`config.mk`:
```
export PLATFORM = sky130hd
export DESIGN_NAME = step_counter_magnitude_hysteresis_flat
export DESIGN_NICKNAME = d
export VERILOG_FILES = /design/src/rtl/scmh_pkg.sv /design/src/rtl/scmh_ifs.sv /design/src/rtl/scmh_square_lane.sv /design/src/rtl/scmh_merge.sv /design/src/rtl/scmh_window.sv /design/src/rtl/step_counter_magnitude_hysteresis.sv /design/src/flat_wrapper.sv
export SDC_FILE = /design/constraint.sdc
export NUM_CORES = 2
export LEC_CHECK = 0
export ABC_CLOCK_PERIOD_IN_PS = 10700
export BUFFER_PORTS_ARGS = -buffer_cell sky130_fd_sc_hd__clkbuf_2
export CORE_MARGIN = 8
export CORE_UTILIZATION = 50
export CTS_BUF_LIST = sky130_fd_sc_hd__clkbuf_16
export DETAILED_ROUTE_END_ITERATION = 10
export PLACE_DENSITY = 0.66
export SYNTH_ARGS = -nofsm -noshare
export SYNTH_HDL_FRONTEND = slang
export SYNTH_HIERARCHICAL = 1
export SYNTH_SLANG_ARGS = --single-unit
```
`constraint.sdc`:
```
create_clock -name clk -period 10.7 [get_ports clk]
set_clock_uncertainty 0.15 [all_clocks]
set_input_delay 1.07 -clock clk [delete_from_list [all_inputs] [get_ports clk]]
set_output_delay 1.07 -clock clk [all_outputs]
set_load 0.02 [all_outputs]
```
`src/rtl/scmh_pkg.sv`:
```
`timescale 1ns / 1ps
`default_nettype none

package scmh_pkg;

  // Field widths of the sample and result words.
  localparam int AXIS_W = 16;
  localparam int SQ_W   = 31;
  localparam int MAG_W  = 32;
  localparam int THR_W  = 35;
  localparam int CNT_W  = 32;

  // Threshold values after reset.
  localparam logic [THR_W-1:0] UPPER_RESET = 35'd3240000000;
  localparam logic [THR_W-1:0] LOWER_RESET = 35'd2890000000;

  // Configuration register indexes.
  typedef enum logic {
    REG_UPPER = 1'b0,
    REG_LOWER = 1'b1
  } cfg_idx_t;

  // Command codes carried in the sample word.
  localparam logic CMD_SAMPLE = 1'b0;
  localparam logic CMD_CLEAR  = 1'b1;

  // Per-word control that travels down the pipeline.
  typedef struct packed {
    logic clear;
    logic filling;
    logic decide;
    logic full;
  } scmh_ctl_t;

  // One result word.
  typedef struct packed {
    logic [CNT_W-1:0] step_count;
    logic             high_phase;
    logic             window_full;
  } scmh_res_t;

endpackage

`default_nettype wire

```
`src/rtl/scmh_ifs.sv`:
```
`timescale 1ns / 1ps
`default_nettype none

// Sample channel: command plus three signed axes.
interface scmh_sample_if;
  import scmh_pkg::*;

  logic                     valid;
  logic                     ready;
  logic                     cmd;
  logic signed [AXIS_W-1:0] accel_x;
  logic signed [AXIS_W-1:0] accel_y;
  logic signed [AXIS_W-1:0] accel_z;

  modport source (output valid, cmd, accel_x, accel_y, accel_z, input ready);
  modport sink (input valid, cmd, accel_x, accel_y, accel_z, output ready);
endinterface

// Result channel: step count and detector status.
interface scmh_result_if;
  import scmh_pkg::*;

  logic             valid;
  logic             ready;
  logic [CNT_W-1:0] step_count;
  logic             high_phase;
  logic             window_full;

  modport source (output valid, step_count, high_phase, window_full, input ready);
  modport sink (input valid, step_count, high_phase, window_full, output ready);
endinterface

`default_nettype wire

```
`src/rtl/scmh_square_lane.sv`:
```
`timescale 1ns / 1ps
`default_nettype none

module scmh_square_lane (
  input  wire logic                             clk,
  input  wire logic                             adv,
  input  wire logic signed [scmh_pkg::AXIS_W-1:0] axis,
  output logic        [scmh_pkg::SQ_W-1:0]      sq
);
  import scmh_pkg::*;

  logic signed [2*AXIS_W-1:0] prod;

  // The square of a 16-bit value is never negative and fits in 31 bits.
  assign prod = (2*AXIS_W)'(axis) * (2*AXIS_W)'(axis);

  always_ff @(posedge clk) begin
    if (adv) begin
      sq <= prod[SQ_W-1:0];
    end
  end

endmodule

`default_nettype wire

```
`src/rtl/scmh_merge.sv`:
```
`timescale 1ns / 1ps
`default_nettype none

module scmh_merge (
  input  wire logic                        clk,
  input  wire logic                        adv,
  input  wire logic [scmh_pkg::SQ_W-1:0]   sq_x,
  input  wire logic [scmh_pkg::SQ_W-1:0]   sq_y,
  input  wire logic [scmh_pkg::SQ_W-1:0]   sq_z,
  output logic      [scmh_pkg::MAG_W-1:0]  mag
);
  import scmh_pkg::*;

  // Three squares of at most 2^30 each sum below 2^32.
  always_ff @(posedge clk) begin
    if (adv) begin
      mag <= MAG_W'(sq_x) + MAG_W'(sq_y) + MAG_W'(sq_z);
    end
  end

endmodule

`default_nettype wire

```
`src/rtl/scmh_window.sv`:
```
`timescale 1ns / 1ps
`default_nettype none

module scmh_window #(
  parameter int WINDOW = 10
) (
  input  wire logic                                        clk,
  input  wire logic                                        rst,
  input  wire logic                                        adv,
  input  wire logic [$clog2(WINDOW)-1:0]                   rd_pos,
  input  wire logic                                        wr_en,
  input  wire logic [$clog2(WINDOW)-1:0]                   wr_pos,
  input  wire logic [scmh_pkg::MAG_W-1:0]                  mag,
  input  wire logic                                        filling,
  output logic      [scmh_pkg::MAG_W+$clog2(WINDOW)-1:0]   sum
);
  import scmh_pkg::*;

  localparam int SUM_W = MAG_W + $clog2(WINDOW);

  logic [MAG_W-1:0] ring [WINDOW];
  logic [MAG_W-1:0] old_q;
  logic [SUM_W-1:0] sum_next;

  // Ring of magnitudes; the entry about to be replaced is read one stage ahead.
  always_ff @(posedge clk) begin
    if (adv) begin
      old_q <= ring[rd_pos];
    end
    if (wr_en) begin
      ring[wr_pos] <= mag;
    end
  end

  // Running sum: add the new magnitude, drop the one it replaces once full.
  always_comb begin
    sum_next = sum + SUM_W'(mag) - (filling ? '0 : SUM_W'(old_q));
  end

  always_ff @(posedge clk) begin
    if (rst) begin
      sum <= '0;
    end else if (wr_en) begin
      sum <= sum_next;
    end
  end

endmodule

`default_nettype wire

```
`src/rtl/step_counter_magnitude_hysteresis.sv`:
```
`timescale 1ns / 1ps
`default_nettype none

// Step detector on accelerometer magnitude with a moving-sum hysteresis.
// Channels: "samples" carries one word per sample (cmd, accel_x/y/z);
// cmd = 1 clears the step count and leaves everything else as it is.
// "results" returns exactly one word per sample word, in order: the step
// count, the high-phase flag and the window-full flag after that word.
// Thresholds are written through cfg_wen/cfg_idx/cfg_wdata while idle.
// Throughput is one word per cycle while the skid register is free; a
// word passes the squarer registers, the merge register, the running-sum
// register and the output register. Three squarer lanes and a merge
// adder form the magnitude, and a running sum over a ring of WINDOW
// magnitudes feeds the threshold compare.
// Reset clears the step count, phase, fill count, ring position and
// running sum, and loads the default thresholds; the ring needs no clear.
// When the receiver stalls, one more result parks in a skid register;
// samples.ready falls only while that register is occupied, and then
// the whole pipeline holds until the output is taken.
module step_counter_magnitude_hysteresis #(
  parameter int WINDOW = 10
) (
  input  wire logic                         clk,
  input  wire logic                         rst,
  input  wire logic                         cfg_wen,
  input  wire scmh_pkg::cfg_idx_t           cfg_idx,
  input  wire logic [scmh_pkg::THR_W-1:0]   cfg_wdata,
  scmh_sample_if.sink                       samples,
  scmh_result_if.source                     results
);
  import scmh_pkg::*;

  localparam int POS_W  = $clog2(WINDOW);
  localparam int FILL_W = $clog2(WINDOW + 1);
  localparam int SUM_W  = MAG_W + $clog2(WINDOW);
  localparam int CMP_W  = (SUM_W > THR_W) ? SUM_W : THR_W;

  localparam logic [POS_W-1:0]  POS_LAST  = POS_W'(WINDOW - 1);
  localparam logic [FILL_W-1:0] FILL_FULL = FILL_W'(WINDOW);
  localparam logic [FILL_W-1:0] FILL_LAST = FILL_W'(WINDOW - 1);

  logic [THR_W-1:0]  upper;
  logic [THR_W-1:0]  lower;
  logic [POS_W-1:0]  wr_pos;
  logic [FILL_W-1:0] fill_count;

  logic              adv;
  logic              accept;
  logic              is_sample;
  scmh_ctl_t         ctl_in;
  logic              v1, v2, v3;
  scmh_ctl_t         ctl1, ctl2, ctl3;
  logic [POS_W-1:0]  pos1, pos2;

  logic [SQ_W-1:0]   sq_x, sq_y, sq_z;
  logic [MAG_W-1:0]  mag;
  logic [SUM_W-1:0]  sum;
  logic              wr_en;

  logic [CNT_W-1:0]  steps, steps_next;
  logic              phase, phase_next;
  logic [CMP_W-1:0]  sum_ext, upper_ext, lower_ext;
  logic              res_v;
  scmh_res_t         res_word;

  scmh_res_t         out_q, skid_q;
  logic              out_valid, skid_valid;
  logic              pop;

  // Threshold registers.
  always_ff @(posedge clk) begin
    if (rst) begin
      upper <= UPPER_RESET;
      lower <= LOWER_RESET;
    end else if (cfg_wen) begin
      case (cfg_idx)
        REG_UPPER: upper <= cfg_wdata;
        REG_LOWER: lower <= cfg_wdata;
        default: ;
      endcase
    end
  end

  // Handshake: the pipeline moves as one while the skid register is free.
  assign adv           = !skid_valid;
  assign samples.ready = adv;
  assign accept        = samples.valid && adv;
  assign is_sample     = accept && (samples.cmd == CMD_SAMPLE);

  // Control for the incoming word, taken from the ring state before it.
  always_comb begin
    ctl_in.clear   = (samples.cmd == CMD_CLEAR);
    ctl_in.filling = (fill_count < FILL_FULL);
    ctl_in.decide  = !ctl_in.clear && (fill_count == FILL_FULL);
    ctl_in.full    = (fill_count == FILL_FULL) ||
                     (!ctl_in.clear && (fill_count == FILL_LAST));
  end

  // Ring position advances on every accepted sample; the fill count until it reaches WINDOW.
  always_ff @(posedge clk) begin
    if (rst) begin
      wr_pos     <= '0;
      fill_count <= '0;
    end else if (is_sample) begin
      wr_pos <= (wr_pos == POS_LAST) ? '0 : wr_pos + 1'b1;
      if (fill_count < FILL_FULL) begin
        fill_count <= fill_count + 1'b1;
      end
    end
  end

  // Pipeline valid bits.
  always_ff @(posedge clk) begin
    if (rst) begin
      v1 <= 1'b0;
      v2 <= 1'b0;
      v3 <= 1'b0;
    end else if (adv) begin
      v1 <= samples.valid;
      v2 <= v1;
      v3 <= v2;
    end
  end

  // Pipeline control payload.
  always_ff @(posedge clk) begin
    if (adv) begin
      ctl1 <= ctl_in;
      pos1 <= wr_pos;
      ctl2 <= ctl1;
      pos2 <= pos1;
      ctl3 <= ctl2;
    end
  end

  // Squarer lanes, one per axis.
  scmh_square_lane u_lane_x (.clk(clk), .adv(adv), .axis(samples.accel_x), .sq(sq_x));
  scmh_square_lane u_lane_y (.clk(clk), .adv(adv), .axis(samples.accel_y), .sq(sq_y));
  scmh_square_lane u_lane_z (.clk(clk), .adv(adv), .axis(samples.accel_z), .sq(sq_z));

  // Merge the lanes into the magnitude.
  scmh_merge u_merge (
    .clk  (clk),
    .adv  (adv),
    .sq_x (sq_x),
    .sq_y (sq_y),
    .sq_z (sq_z),
    .mag  (mag)
  );

  // Ring and running sum.
  assign wr_en = adv && v2 && !ctl2.clear;

  scmh_window #(
    .WINDOW (WINDOW)
  ) u_window (
    .clk     (clk),
    .rst     (rst),
    .adv     (adv),
    .rd_pos  (pos1),
    .wr_en   (wr_en),
    .wr_pos  (pos2),
    .mag     (mag),
    .filling (ctl2.filling),
    .sum     (sum)
  );

  // Hysteresis decision on the window sum.
  assign sum_ext   = CMP_W'(sum);
  assign upper_ext = CMP_W'(upper);
  assign lower_ext = CMP_W'(lower);

  always_comb begin
    steps_next = steps;
    phase_next = phase;
    if (ctl3.clear) begin
      steps_next = '0;
    end else if (ctl3.decide) begin
      if ((sum_ext > upper_ext) && !phase) begin
        steps_next = steps + 1'b1;
        phase_next = 1'b1;
      end else if ((sum_ext < lower_ext) && phase) begin
        phase_next = 1'b0;
      end
    end
  end

  always_ff @(posedge clk) begin
    if (rst) begin
      steps <= '0;
      phase <= 1'b0;
    end else if (res_v) begin
      steps <= steps_next;
      phase <= phase_next;
    end
  end

  assign res_v = adv && v3;

  always_comb begin
    res_word.step_count  = steps_next;
    res_word.high_phase  = phase_next;
    res_word.window_full = ctl3.full;
  end

  // Output register with a one-word skid register behind it.
  assign pop = out_valid && results.ready;

  always_ff @(posedge clk) begin
    if (rst) begin
      out_valid  <= 1'b0;
      skid_valid <= 1'b0;
    end else if (pop || !out_valid) begin
      if (skid_valid) begin
        out_valid  <= 1'b1;
        skid_valid <= 1'b0;
      end else begin
        out_valid <= res_v;
      end
    end else if (res_v) begin
      skid_valid <= 1'b1;
    end
  end

  always_ff @(posedge clk) begin
    if (pop || !out_valid) begin
      out_q <= skid_valid ? skid_q : res_word;
    end else if (res_v) begin
      skid_q <= res_word;
    end
  end

  assign results.valid       = out_valid;
  assign results.step_count  = out_q.step_count;
  assign results.high_phase  = out_q.high_phase;
  assign results.window_full = out_q.window_full;

endmodule

`default_nettype wire

```
`src/flat_wrapper.sv`:
```
// flat-port wrapper written by rule: the top's interface ports become plain ports
module step_counter_magnitude_hysteresis_flat import scmh_pkg::*;
#(
  parameter int WINDOW = 10
)
  (clk, rst, cfg_wen, cfg_idx, cfg_wdata, samples_valid, samples_cmd, samples_accel_x, samples_accel_y, samples_accel_z, samples_ready, results_valid, results_step_count, results_high_phase, results_window_full, results_ready);
  scmh_sample_if samples_i ();
  scmh_result_if results_i ();
  input  wire logic clk;
  input  wire logic rst;
  input  wire logic cfg_wen;
  input  wire scmh_pkg::cfg_idx_t cfg_idx;
  input  wire logic [scmh_pkg::THR_W-1:0] cfg_wdata;
  input wire logic [$bits(samples_i.valid)-1:0] samples_valid;
  input wire logic [$bits(samples_i.cmd)-1:0] samples_cmd;
  input wire logic [$bits(samples_i.accel_x)-1:0] samples_accel_x;
  input wire logic [$bits(samples_i.accel_y)-1:0] samples_accel_y;
  input wire logic [$bits(samples_i.accel_z)-1:0] samples_accel_z;
  output wire logic [$bits(samples_i.ready)-1:0] samples_ready;
  output wire logic [$bits(results_i.valid)-1:0] results_valid;
  output wire logic [$bits(results_i.step_count)-1:0] results_step_count;
  output wire logic [$bits(results_i.high_phase)-1:0] results_high_phase;
  output wire logic [$bits(results_i.window_full)-1:0] results_window_full;
  input wire logic [$bits(results_i.ready)-1:0] results_ready;
  assign samples_i.valid = samples_valid;
  assign samples_i.cmd = samples_cmd;
  assign samples_i.accel_x = samples_accel_x;
  assign samples_i.accel_y = samples_accel_y;
  assign samples_i.accel_z = samples_accel_z;
  assign samples_ready = samples_i.ready;
  assign results_valid = results_i.valid;
  assign results_step_count = results_i.step_count;
  assign results_high_phase = results_i.high_phase;
  assign results_window_full = results_i.window_full;
  assign results_i.ready = results_ready;
  step_counter_magnitude_hysteresis #(.WINDOW(WINDOW)) u_core (.clk(clk), .rst(rst), .cfg_wen(cfg_wen), .cfg_idx(cfg_idx), .cfg_wdata(cfg_wdata), .samples(samples_i), .results(results_i));
endmodule
```
==> flow_summary_export.csv <==
group,metric,value,unit
floorplan,start_util,0.5047,
placed_design,dp_hpwl,97.39,mm
synth,syn_avg_cell_area,10.67,um^2
sta,slew_headroom,0.2167,
synth,ys_types,111,
sta,totalNegativeSetupSlack,0,ns
routing,drt-vias-per-instance,5.266,
routing,drt_iter0_markers,2529,
finish,final_area,0.06521,mm^2
finish,multi_input_area,0.03531,mm^2
synth,synth_fp_nets,6927,
setup_path,cp.required,10.91,ns
synth,synth_flop_cell,"edfxtp_1",
finish,drive_gt1_frac,0.07487,
grt,globalRouteTotalUtil,0.1948,
grt,grt_pass1_wl,211.1,mm
sta,report.final.hold_viol_count,0,
grt,antenna_found_initial,1,
cts,clk_pin_slew,0.06,ns
sta,tightest_slew,1.172,ns
cts,hold_buffers,0,
sta,finalSetupViolCount,0,
job,max_cap_violations,0,
setup_path,end_kind,"flop",
setup_path,crit_fanout,20,
synth,yosysTopAreaCellShare,0.2778,
setup_path,critical_path_arrival,7.47,ns
synth,synth.area.top_cells,"edfxtp_1, fa_1, ha_1, inv_1, dfxtp_1",
status,status,"finished, final reports clean",
setup_path,worstSetupPathType,"in2reg",
grt,grt_max_degree,92,
synth,synth_edf_count,561,
synth,synth_area_leader_cell,"edfxtp_1",
routing,ant_nets,0,
synth,synth.cell_area,0.06063,mm^2
placed_design,gp_congestion,0.8677,
placed_design,placed_cell_area,0.06279,mm^2
sta,setup_slack,3.440,ns
floorplan,fp.dieH,364.2,um
routing,routed_wl,127.7,mm
cts,cts_root_buffer,"clkbuf_16",
cts,htreeDepth,3,
floorplan,rows,127,
placed_design,dp_slack,2.858,ns
cts,clkLatencyLatePin,0.62,ns
routing,via_count,38950,
cts,cts_tree,"done",
sta,fmaxAchievable,137.7,MHz
cts,ctsResizeCount,0,
min_path,min_path_type,"reg2reg",
cts,clockBufferDepth,3,
routing,post_drt_wl_per_cell,17.27,um
sta,drv_slew,0,
floorplan,fp.dieW,364.2,um
cts,cts_sinks,713,
finish,nets,6964,
finish,regArea,0.01989,mm^2
synth,ys_ff_latch,713,
cts,postCtsSetupRepairBufs,0,
sta,rsz0062_at_grt,"no",
finish,num-fill-cells,10530,
routing,drc,0,
sta,period_share,0.6785,
setup_path,cp-start-kind,"input pin",
cts,cts_inserted_buffers,77,
grt,overflow,0,
synth,yosys.cell_count.top_type,"inv_1",
synth,async_flop_share,0,
synth,yosys-top-cells-count,"inv_1, fa_1, edfxtp_1",
floorplan,ioPinCount,126,
synth,seq_area_frac_synth,0.3280,
grt,grt_pass1_vias,41050,
placed_design,portBuffers,125,
floorplan,coreArea,0.1201,mm^2
routing,firstDrtPassIters,7,
synth,syn_inst,5685,
floorplan,die_area,0.1327,mm^2
synth,yosysWarningCount,6,
finish,area_delta_synth_final,7.549,%
sta,min_period,7.260,ns
[per-stage QoR]
step / utilization / instances / hold WS [ns]
3_5_place_dp: 0.5227 / 7255 / 0.2574
2_1_floorplan: - / 5685 / 0.2503
6_report: 0.5428 / 7396 / 0.2693
5_1_grt: 0.5428 / 7396 / 0.2736
3_3_place_gp: 0.5227 / 7255 / 0.2531
4_1_cts: 0.5428 / 7395 / 0.2711
[sequential cells by signal, indices dropped and copies added (netlist names), 32 cells and up]
signal / cells
u_core/results.step_count: 32
u_core/upper: 35
u_core/u_window/ring: 320
u_core/skid_q: 34
u_core/lower: 35
u_core/steps: 32
u_core/u_window/old_q: 32
u_core/u_window/sum: 36
u_core/u_merge/mag: 32
[layout make-up]
| type | instances | area share |
|---|---|---|
| tap | 1612 | 0.03093 |
| clock buffer | 78 | 0.02993 |
| timing repair buffer | 155 | 0.01309 |
| clock inverter | 62 | 0.007080 |
| inverter | 1255 | 0.07236 |
| sequential | 713 | 0.3050 |
| multi-input combinational | 3520 | 0.5416 |
| antenna | 1 | 0.00003838 |
[logic make-up after synthesis]
group,share of synthesized area
xor gates and xnor gates,0.03207
and+or+nand+nor,0.09893
DFF,0.3280
AOI/OAI and AO/OA,0.08568
buffers and inverters,0.09082
adders and majority gates,0.3308
other,0.0001857
muxes,0.03345
[cells in the final DEF, fill, tap and decap left out, types with 17 or more instances in the layout]
master / count
mux4_2: 64
o31ai_1: 42
clkinv_1: 17
xor2_1: 59
mux2i_1: 53
nand3b_1: 20
a211oi_1: 46
clkbuf_2: 124
nand2b_1: 27
edfxtp_1: 561
clkbuf_16: 78
a22o_1: 19
nand2_1: 494
dfxtp_1: 151
and2_1: 116
fa_1: 752
o21ai_0: 99
nor2_1: 256
inv_1: 1261
nor3_1: 41
and3_1: 23
buf_4: 31
nand4_1: 37
xnor2_1: 163
a21oi_1: 264
ha_1: 400
o21a_1: 22
o21bai_1: 23
a31oi_1: 28
nor2b_1: 85
a21o_1: 75
nor4_1: 18
nand3_1: 58
[critical path, stage by stage]
cell	delay [ns]
clkbuf_2	0.34
inv_1	0.36
nor2_1	0.30
fa_1	0.52
inv_1	0.23
fa_1	0.47
fa_1	0.51
inv_1	0.05
fa_1	0.47
fa_1	0.54
inv_1	0.05
fa_1	0.53
inv_1	0.04
ha_1	0.34
a2111oi_0	0.47
o31ai_1	0.16
o21ai_0	0.13
or2_2	0.15
nand3_1	0.12
o311a_1	0.31
a311o_1	0.28
[final timing paths]
kind              depth (start not counted)  slack [ns]                              endpoint                startpoint
setup / recovery                         21        3.44      u_core/u_lane_x/sq[29]$_DFFE_PP_       samples_accel_x[15]
hold / removal                            0        0.27              u_core/ctl2[0]$_DFFE_PN_  u_core/ctl1[0]$_DFFE_PN_
setup reg to reg                         14        6.82  u_core/u_window/sum[32]$_SDFFE_PP0P_  u_core/ctl2[2]$_DFFE_PN_
hold reg to reg                           0        0.27              u_core/ctl2[0]$_DFFE_PN_  u_core/ctl1[0]$_DFFE_PN_
[metal layers]
layer  global-route usage  vias to the layer above  wire (um)
met5                    0                        -          0
met4              0.04988                        0       2857
met3              0.01806                      182       5191
met2               0.3462                      867      64170
met1               0.2571                    19370      55490
li1                     -                    18530          -
Power is not shown: default switching activity piles up to over one toggle a cycle in this logic, so the estimate is an artifact.
